<file path="src/design/ssr_pkg.sv">
package ssr_pkg;

  // Command codes; the unused code behaves as a peek.
  localparam logic [1:0] CMD_LOAD = 2'd0;
  localparam logic [1:0] CMD_STEP = 2'd1;
  localparam logic [1:0] CMD_PEEK = 2'd2;

  localparam int unsigned NUM_ROUNDS  = 64;
  localparam int unsigned ROUND_W     = $clog2(NUM_ROUNDS);
  localparam int unsigned SCHED_DEPTH = 16;

  // Padding for a 16-byte message: marker word after the data, length 128 bits.
  localparam logic [31:0] PAD_MARKER = 32'h8000_0000;
  localparam logic [31:0] MSG_BITS   = 32'd128;

  typedef enum logic [1:0] {
    ST_IDLE,
    ST_ROUND,
    ST_FINISH
  } ssr_state_e;

  localparam logic [31:0] INIT_H [8] = '{
    32'h6a09e667, 32'hbb67ae85, 32'h3c6ef372, 32'ha54ff53a,
    32'h510e527f, 32'h9b05688c, 32'h1f83d9ab, 32'h5be0cd19
  };

  localparam logic [31:0] ROUND_K [NUM_ROUNDS] = '{
    32'h428a2f98, 32'h71374491, 32'hb5c0fbcf, 32'he9b5dba5,
    32'h3956c25b, 32'h59f111f1, 32'h923f82a4, 32'hab1c5ed5,
    32'hd807aa98, 32'h12835b01, 32'h243185be, 32'h550c7dc3,
    32'h72be5d74, 32'h80deb1fe, 32'h9bdc06a7, 32'hc19bf174,
    32'he49b69c1, 32'hefbe4786, 32'h0fc19dc6, 32'h240ca1cc,
    32'h2de92c6f, 32'h4a7484aa, 32'h5cb0a9dc, 32'h76f988da,
    32'h983e5152, 32'ha831c66d, 32'hb00327c8, 32'hbf597fc7,
    32'hc6e00bf3, 32'hd5a79147, 32'h06ca6351, 32'h14292967,
    32'h27b70a85, 32'h2e1b2138, 32'h4d2c6dfc, 32'h53380d13,
    32'h650a7354, 32'h766a0abb, 32'h81c2c92e, 32'h92722c85,
    32'ha2bfe8a1, 32'ha81a664b, 32'hc24b8b70, 32'hc76c51a3,
    32'hd192e819, 32'hd6990624, 32'hf40e3585, 32'h106aa070,
    32'h19a4c116, 32'h1e376c08, 32'h2748774c, 32'h34b0bcb5,
    32'h391c0cb3, 32'h4ed8aa4a, 32'h5b9cca4f, 32'h682e6ff3,
    32'h748f82ee, 32'h78a5636f, 32'h84c87814, 32'h8cc70208,
    32'h90befffa, 32'ha4506ceb, 32'hbef9a3f7, 32'hc67178f2
  };

  function automatic logic [31:0] big_sigma0(input logic [31:0] x);
    return {x[1:0], x[31:2]} ^ {x[12:0], x[31:13]} ^ {x[21:0], x[31:22]};
  endfunction

  function automatic logic [31:0] big_sigma1(input logic [31:0] x);
    return {x[5:0], x[31:6]} ^ {x[10:0], x[31:11]} ^ {x[24:0], x[31:25]};
  endfunction

  function automatic logic [31:0] small_sigma0(input logic [31:0] x);
    return {x[6:0], x[31:7]} ^ {x[17:0], x[31:18]} ^ {3'b000, x[31:3]};
  endfunction

  function automatic logic [31:0] small_sigma1(input logic [31:0] x);
    return {x[16:0], x[31:17]} ^ {x[18:0], x[31:19]} ^ {10'd0, x[31:10]};
  endfunction

endpackage

</file>
<file path="src/design/sha256_seed_ratchet_core.sv">
// Channel  Dir  Width  Contents (tdata, lowest bit first)
// s_axis   in   264    cmd[1:0], seed_hi[65:2], seed_lo[129:66],
//                      start_time[193:130], step_size[257:194], zero fill
// m_axis   out  192    id_hi[63:0], id_lo[127:64], time_now[191:128]
//
// For each request the core accepts it and loads the hash state, runs 64 rounds
// of the shared SHA-256 round unit (one round per cycle), and then folds in the
// initial hash and commits seed and timestamp. Input is taken only while idle.
// The result register lets the next request start while a result is pending;
// the finish cycle holds until that result has been taken.
// Reset (rst_ni low, asynchronous) clears the seed, the timestamp and control.
module sha256_seed_ratchet_core (
  input  logic         clk_i,
  input  logic         rst_ni,
  input  logic         s_axis_tvalid_i,
  output logic         s_axis_tready_o,
  input  logic [263:0] s_axis_tdata_i,   // cmd, seed_hi, seed_lo, start_time, step_size
  output logic         m_axis_tvalid_o,
  input  logic         m_axis_tready_i,
  output logic [191:0] m_axis_tdata_o    // id_hi, id_lo, time_now
);
  import ssr_pkg::*;

  ssr_state_e state_q, state_d;

  logic [ROUND_W-1:0] rnd_q, rnd_d;
  logic               m_valid_q, m_valid_d;
  logic [63:0]        seed_hi_q, seed_hi_d;
  logic [63:0]        seed_lo_q, seed_lo_d;
  logic [63:0]        time_q, time_d;

  logic [1:0]         cmd_q;
  logic [63:0]        step_q;
  logic [31:0]        a_q, b_q, c_q, d_q, e_q, f_q, g_q, h_q;
  logic [31:0]        w_q [SCHED_DEPTH];
  logic [63:0]        id_hi_q, id_lo_q, time_now_q;

  logic               in_ready;
  logic               do_round;
  logic               do_finish;
  logic               accept;

  logic [1:0]         in_cmd;
  logic [63:0]        in_seed_hi, in_seed_lo, in_start, in_step;
  logic [63:0]        src_hi, src_lo;

  logic [31:0]        t1, t2, w_next;
  logic [31:0]        dig [8];
  logic [63:0]        time_next;

  assign in_cmd     = s_axis_tdata_i[1:0];
  assign in_seed_hi = s_axis_tdata_i[65:2];
  assign in_seed_lo = s_axis_tdata_i[129:66];
  assign in_start   = s_axis_tdata_i[193:130];
  assign in_step    = s_axis_tdata_i[257:194];

  assign accept = s_axis_tvalid_i & in_ready;

  // Next state.
  always_comb begin
    state_d = state_q;
    unique case (state_q)
      ST_IDLE: begin
        if (s_axis_tvalid_i) state_d = ST_ROUND;
      end
      ST_ROUND: begin
        if (rnd_q == ROUND_W'(NUM_ROUNDS - 1)) state_d = ST_FINISH;
      end
      ST_FINISH: begin
        if (!m_valid_q || m_axis_tready_i) state_d = ST_IDLE;
      end
      default: state_d = ST_IDLE;
    endcase
  end

  // State outputs.
  always_comb begin
    in_ready  = 1'b0;
    do_round  = 1'b0;
    do_finish = 1'b0;
    unique case (state_q)
      ST_IDLE:   in_ready  = 1'b1;
      ST_ROUND:  do_round  = 1'b1;
      ST_FINISH: do_finish = !m_valid_q || m_axis_tready_i;
      default: ;
    endcase
  end

  // A load hashes the incoming seed; other commands hash the stored one.
  assign src_hi = (in_cmd == CMD_LOAD) ? in_seed_hi : seed_hi_q;
  assign src_lo = (in_cmd == CMD_LOAD) ? in_seed_lo : seed_lo_q;

  // Shared round unit.
  assign t1 = h_q + big_sigma1(e_q) + ((e_q & f_q) ^ (~e_q & g_q)) + ROUND_K[rnd_q] + w_q[0];
  assign t2 = big_sigma0(a_q) + ((a_q & b_q) ^ (a_q & c_q) ^ (b_q & c_q));
  assign w_next = w_q[0] + small_sigma0(w_q[1]) + w_q[9] + small_sigma1(w_q[14]);

  assign dig[0] = INIT_H[0] + a_q;
  assign dig[1] = INIT_H[1] + b_q;
  assign dig[2] = INIT_H[2] + c_q;
  assign dig[3] = INIT_H[3] + d_q;
  assign dig[4] = INIT_H[4] + e_q;
  assign dig[5] = INIT_H[5] + f_q;
  assign dig[6] = INIT_H[6] + g_q;
  assign dig[7] = INIT_H[7] + h_q;

  assign time_next = (cmd_q == CMD_STEP) ? time_q + step_q : time_q;

  always_comb begin
    rnd_d     = rnd_q;
    m_valid_d = m_valid_q & ~m_axis_tready_i;
    seed_hi_d = seed_hi_q;
    seed_lo_d = seed_lo_q;
    time_d    = time_q;
    if (accept) begin
      rnd_d = '0;
      if (in_cmd == CMD_LOAD) begin
        seed_hi_d = in_seed_hi;
        seed_lo_d = in_seed_lo;
        time_d    = in_start;
      end
    end
    if (do_round) rnd_d = rnd_q + ROUND_W'(1);
    if (do_finish) begin
      m_valid_d = 1'b1;
      time_d    = time_next;
      if (cmd_q == CMD_STEP) begin
        seed_hi_d = {dig[0], dig[1]};
        seed_lo_d = {dig[2], dig[3]};
      end
    end
  end

  always_ff @(posedge clk_i or negedge rst_ni) begin
    if (!rst_ni) begin
      state_q   <= ST_IDLE;
      rnd_q     <= '0;
      m_valid_q <= 1'b0;
      seed_hi_q <= '0;
      seed_lo_q <= '0;
      time_q    <= '0;
    end else begin
      state_q   <= state_d;
      rnd_q     <= rnd_d;
      m_valid_q <= m_valid_d;
      seed_hi_q <= seed_hi_d;
      seed_lo_q <= seed_lo_d;
      time_q    <= time_d;
    end
  end

  // Hash working state, message schedule and result register.
  always_ff @(posedge clk_i) begin
    if (accept) begin
      cmd_q  <= in_cmd;
      step_q <= in_step;
      a_q <= INIT_H[0];
      b_q <= INIT_H[1];
      c_q <= INIT_H[2];
      d_q <= INIT_H[3];
      e_q <= INIT_H[4];
      f_q <= INIT_H[5];
      g_q <= INIT_H[6];
      h_q <= INIT_H[7];
      w_q[0] <= src_hi[63:32];
      w_q[1] <= src_hi[31:0];
      w_q[2] <= src_lo[63:32];
      w_q[3] <= src_lo[31:0];
      w_q[4] <= PAD_MARKER;
      for (int i = 5; i < SCHED_DEPTH - 1; i++) begin
        w_q[i] <= '0;
      end
      w_q[SCHED_DEPTH-1] <= MSG_BITS;
    end else if (do_round) begin
      a_q <= t1 + t2;
      b_q <= a_q;
      c_q <= b_q;
      d_q <= c_q;
      e_q <= d_q + t1;
      f_q <= e_q;
      g_q <= f_q;
      h_q <= g_q;
      for (int i = 0; i < SCHED_DEPTH - 1; i++) begin
        w_q[i] <= w_q[i+1];
      end
      w_q[SCHED_DEPTH-1] <= w_next;
    end
    if (do_finish) begin
      id_hi_q    <= {dig[4], dig[5]};
      id_lo_q    <= {dig[6], dig[7]};
      time_now_q <= time_next;
    end
  end

  assign s_axis_tready_o = in_ready;
  assign m_axis_tvalid_o = m_valid_q;
  assign m_axis_tdata_o  = {time_now_q, id_lo_q, id_hi_q};

endmodule

</file>
<file path="config.mk">
export PLATFORM = sky130hd
export DESIGN_NAME = sha256_seed_ratchet_core
export DESIGN_NICKNAME = d
export VERILOG_FILES = /design/src/design/ssr_pkg.sv /design/src/design/sha256_seed_ratchet_core.sv
export SDC_FILE = /design/constraint.sdc
export NUM_CORES = 2
export LEC_CHECK = 0
export BUFFER_PORTS_ARGS = -buffer_cell sky130_fd_sc_hd__buf_2
export CAP_MARGIN = 40
export CORE_MARGIN = 3
export CORE_UTILIZATION = 50
export CTS_BUF_LIST = sky130_fd_sc_hd__clkbuf_4
export DETAILED_ROUTE_END_ITERATION = 8
export PLACE_DENSITY = 0.67
export SYNTH_ARGS = -nofsm -noshare
export SYNTH_HDL_FRONTEND = slang
export SYNTH_SLANG_ARGS = --single-unit
</file>
<file path="constraint.sdc">
create_clock -name clk_i -period 23.8 [get_ports clk_i]
set_input_delay 1.19 -clock clk_i [delete_from_list [all_inputs] [get_ports clk_i]]
set_output_delay 1.19 -clock clk_i [all_outputs]
set_load 0.005 [all_outputs]
</file>
# ---- After elaboration in Yosys (flattened, before gate mapping)
# Memories as Yosys holds them, arrays and structs flattened.
# Index checks and enable logic that the tools add are counted.
dict set report totals {
  out_inout_bits 194
  n_memories 2
  wordCells 140
  reg_bits 715
  ramBits 512
  inputBits 268
  mem_bits_ro 2048
}
dict set report classes {
  n_eq_ne 7
  mux 45
  add_sub_neg 20
  n_lt_le_gt_ge 1
  bitwise 37
  n_reduce_logical 9
}
# memory words word_bits rd rd_clocked_by_memory_dff write_ports line_no
set mem_list {}
lappend mem_list {{(name not given)} 64 32 1 0 0 sha256_seed_ratchet_core.sv:94} ;# assign t1 = h_q + big_sigma1(e_q) + ((e_q & f_q) ^ (~e_q & g_q)) + ROUND_K[rnd_q] + w_q[0];
lappend mem_list {w_q 16 32 16 0 16 sha256_seed_ratchet_core.sv:35} ;# logic [31:0] w_q [SCHED_DEPTH];
# cell count
set op_table {}
lappend op_table {{two-way mux 64 bit} 12}
lappend op_table {{two-way mux 32 bit} 18}
lappend op_table {{adder 32 bit} 10}
lappend op_table {{XOR 32 bit} 9}
lappend op_table {{AND 32 bit} 5}
lappend op_table {{adder 31 x 32 -> 32 bit, first input constant} 3}
lappend op_table {{adder 32 bit, first input constant} 3}
lappend op_table {{adder 64 bit} 1}
lappend op_table {{adder 29 x 32 -> 32 bit, first input constant} 1}
lappend op_table {{adder 30 x 32 -> 32 bit, first input constant} 1}
lappend op_table {{inverter 32 bit} 1}
lappend op_table {{XOR 32 x 22 -> 32 bit} 1}
lappend op_table {{XOR 32 x 29 -> 32 bit} 1}
lappend op_table {{OR 1 bit} 16}
lappend op_table {{two-way mux 6 bit} 2}
lappend op_table {{two-way mux 1 bit} 9}
lappend op_table {{>= comparator 7 bit, second input constant} 1}
lappend op_table {{inverter 6 -> 7 bit} 1}
lappend op_table {{adder 6 x 1 -> 6 bit, second input constant} 1}
lappend op_table {{equality test 6 bit, second input constant} 1}
lappend op_table {{two-way mux 2 bit} 3}
lappend op_table {{inequality test 2 bit, second input constant} 3}
lappend op_table {{one-hot mux 2 bit (3 select lines)} 1}
lappend op_table {{nonzero test 2 bit} 3}
lappend op_table {{9 further kinds} 12}

# ---- Longest topological paths before layout
dict set report depth {
  depth_word 7
  mapped_depth 42
  ltp_nobuf 40
}

# ---- Least setup slack after synthesis
# Ideal clock, no wire load.
dict set report synth_path {
  kind {input port to flip-flop}
  from {input port s_axis_tvalid_i}
  to {register e_q[11]}
  path_stages 6
  arrival_time_ns 16.666
  setup_ns 0.767
  required_ns 23.033
  path_buffers 1
  path_slack_ns 6.367
  cell_sequence {nand2_1 > clkinv_1 > nor2_1 > clkinv_1 > clkbuf_1 > o32ai_1}
}
dict set report synth_via {
  elab_chain_len 1
}
# element line_no
set synth_lines {}
lappend synth_lines {{start: declaration} sha256_seed_ratchet_core.sv:15} ;# input logic s_axis_tvalid_i,
lappend synth_lines {{AND 1 bit} sha256_seed_ratchet_core.sv:57} ;# assign accept = s_axis_tvalid_i & in_ready;
lappend synth_lines {{end signal: assignment} sha256_seed_ratchet_core.sv:161} ;# e_q <= INIT_H[4];
lappend synth_lines {{end signal: assignment} sha256_seed_ratchet_core.sv:179} ;# e_q <= d_q + t1;
lappend synth_lines {{end: declaration} sha256_seed_ratchet_core.sv:34} ;# logic [31:0] a_q, b_q, c_q, d_q, e_q, f_q, g_q, h_q;
# Every way passes these cells.
# A chain may end at the register's enable or synchronous reset.

# ---- Worst setup path in the final report
dict set report layout_path {
  from {register rnd_q[0]}
  to {register a_q[31]}
}
dict set report layout_via {
  elab_chain_len 7
}
# element line_no
set layout_lines {}
lappend layout_lines {{start: declaration} sha256_seed_ratchet_core.sv:26} ;# logic [ROUND_W-1:0] rnd_q, rnd_d;
lappend layout_lines {{start signal: assignment} sha256_seed_ratchet_core.sv:144} ;# rnd_q <= rnd_d;
lappend layout_lines {{inverter 6 -> 7 bit (implied by the code)} sha256_seed_ratchet_core.sv:94}
lappend layout_lines {{memory read (64 x 32 bit)} -}
lappend layout_lines {{two-way mux 32 bit (implied by the code) (2 in a row)} sha256_seed_ratchet_core.sv:94}
lappend layout_lines {{adder 32 bit (2 in a row)} sha256_seed_ratchet_core.sv:94}
lappend layout_lines {{adder 32 bit} sha256_seed_ratchet_core.sv:175} ;# a_q <= t1 + t2;
lappend layout_lines {{end signal: assignment} sha256_seed_ratchet_core.sv:157} ;# a_q <= INIT_H[0];
lappend layout_lines {{end signal: assignment} sha256_seed_ratchet_core.sv:175}
lappend layout_lines {{end: declaration} sha256_seed_ratchet_core.sv:34}
# Every way passes these cells. The select of a mux whose other input is x is not followed.

==> flow_metrics.tcl <==
set metrics [dict create \
    dr_total_vias 56100 \
    r2r_setup_slack_ns 12.67 \
    cts_root_buf "clkbuf_4" \
    relSlewSlack_pct 32.3 \
    synth_nets 7707 \
    first_global_vias 53700 \
    area_growth_pct 12.8 \
    yosysWarningCount 0 \
    worst_hold_path_type "input pin to flip-flop" \
    worstPathMaxFanout 20 \
    critPathRequiredTime_ns 24.97 \
    drc 0 \
    ys_top_cells_by_count "nand2_1 (969), edfxtp_1 (770), o21ai_0 (539)" \
    endpoint_kind "flip-flop" \
    core-area_sq_mm 0.138 \
    reg2regPathDepth 40 \
    worstSetupStartpoint "rnd_q[0]" \
    synth-seq-cells 1227 \
    grt_usage_pct 32.4 \
    cts_buffers 347 \
    gr-total-overflow 0 \
    gp_congestion 0.965 \
    die_h_microns 381 \
    finClkSkew_ns 0.121 \
    synth_top_area_share_pct 33.0 \
    synthTopCellsByArea "edfxtp_1 (33%), dfxtp_1 (7.3%), dfrtp_1 (7.2%), fa_1 (5.4%), nand2_1 (5.2%)" \
    layout-drive-gt1-share_pct 15.8 \
    arrival_ns 12.30 \
    wl_microns 240000 \
    start_util_pct 50.7 \
    setup.worst_path.start_class "flip-flop" \
    grt_pass1_wl_microns 351000 \
    timing.final.crit_share_pct 46.8 \
    drv_slew 0 \
    yosysSeqAreaShare_pct 47.4 \
    fp.dieW_microns 381 \
    cts_num_sinks 1227 \
    firstDrtPassIters 6 \
    cts.reportedPaths.clkPinSlew_ns 0.07 \
    clockBufferDepth 4 \
    fin_nets 8211 \
    max_slew.worst_pin.slew_ns 1.02 \
    syn_area_sq_mm 0.0702 \
    clock.fmax_ghz 0.0898 \
    dp_hpwl_microns 177000 \
    grt_max_degree 228 \
    cp-endpoint "a_q[31]" \
    ios 462 \
    worstSetupPathType "flip-flop to flip-flop" \
    drv_cap 0 \
    clkLatencyLatePin_ns 1.33 \
    reg2reg_to "a_q[31]" \
    fp.dieArea_sq_mm 0.145 \
    h-tree-depth 5 \
    outcome "finished clean" \
    yosysUniqueCellTypes 111 \
    crit_slowest_cell "xor2_1" \
    drtAntennaViolNets 0 \
    viasPerCell 5.79 \
    critical_path.max_stage_delay_ns 0.66 \
    synth_most_common_cell "nand2_1" \
    synth_ff_type "edfxtp_1" \
    syn_inst 7038 \
    async_flop_share_pct 16.4 \
    num_rows 136 \
    hold_viol_final 0 \
    wl_per_cell_microns 24.7 \
    antenna_found_initial 29 \
    synth_edf_count 770 \
    min_period_ns 11.13 \
    yosys.area.top_type "edfxtp_1" \
    fin_tns_setup_ns 0 \
    rsz0062_at_grt "false" \
    tritoncts "built" \
    setup_viol 0 \
    first_iter_violations 6200 \
    synth.avg_cell_area_sq_um 9.97 \
    r2r_start "rnd_q[0]" \
    fin_util_pct 57.2 \
    port-buffer-count 455 \
]
final cells by class:
type                    instances  area, sq um
diodes                         23         57.6
clock buffers                 545         4090
clock inverters                68          372
fillers                     12200        59200
inverters                     285         1090
multi-input cells            5081        34200
flip-flops and latches       1227        33300
well taps                    1863         2330
repair buffers                600         3720
routing by layer:
layer | track usage (%) | wire length (microns) | up-vias
li1 | - | - | 25700
met1 | 45.2 | 101000 | 27300
met2 | 48.4 | 106000 | 2710
met3 | 7.16 | 21800 | 443
met4 | 14.9 | 11100 | 6
met5 | 0 | 43 | -
flip-flops by register name (all words and copies together), names as in the netlist, 64 cells and up:
signal      cells
w_q           512
id_hi_q        64
id_lo_q        64
seed_hi_q      64
seed_lo_q      64
step_q         64
time_now_q     64
time_q         64
kinds of logic after synthesis:
group | Yosys count | synth area share, %
simple gates | 2257 | 14.7
compound gates | 1615 | 14.2
flops | 1227 | 47.4
buf+inv | 730 | 3.95
xor+xnor | 623 | 7.80
fa+ha+maj | 404 | 9.21
mux | 182 | 2.76
worst max-delay path: cells and delay by family (launching register included):
family | cells | cell delay (ns)
compound gates | 16 | 4.06
xor+xnor | 2 | 1.03
fa+ha+maj | 6 | 2.84
buf+inv | 6 | 1.00
flops | 1 | 0.36
simple gates | 10 | 1.71
cells in the final DEF (no fill, tap or decap), types with 211 or more instances in the layout:
cell	netlist	routed
a21oi_1	389	389
and2_1	364	364
buf_2	14	458
clkbuf_4	0	545
dfxtp_1	256	256
edfxtp_1	770	770
ha_1	213	213
inv_1	280	279
nand2_1	969	966
nor2_1	519	514
o21ai_0	539	539
xnor2_1	411	411
xor2_1	211	211
worst min path at each step:
stage / startpoint / endpoint / depth (start not counted)
floorplan: f_q[0] / id_hi_q[0] / 0
global placement: rnd_q[5] / rnd_q[5] / 1
detailed placement: rnd_q[5] / rnd_q[5] / 1
CTS: s_axis_tdata_i[223] / step_q[29] / 1
global route: s_axis_tdata_i[204] / step_q[10] / 1
finish: s_axis_tdata_i[232] / step_q[38] / 1
what timing repair did:
action | 4_1_cts | 5_1_grt
hold buffers | 54 | 0
hold endpoints to repair | 143 | 0
buffers inserted | 0 | 0
resized for setup | 0 | 0
stage by stage:
step	worst slack (ns)	cell area (sq um)	std cells	hold WS (ns)
6_report	12.67	79100	9692	0.107
5_1_grt	12.29	79100	9678	0.00417
4_1_cts	12.94	79100	9669	0.000806
3_5_place_dp	13.04	74100	9002	0.499
3_3_place_gp	12.96	73800	8985	0.479
2_1_floorplan	6.37	70200	7038	0.452
Power is not shown: default switching activity piles up to over one toggle a cycle in this logic, so the estimate is an artifact.
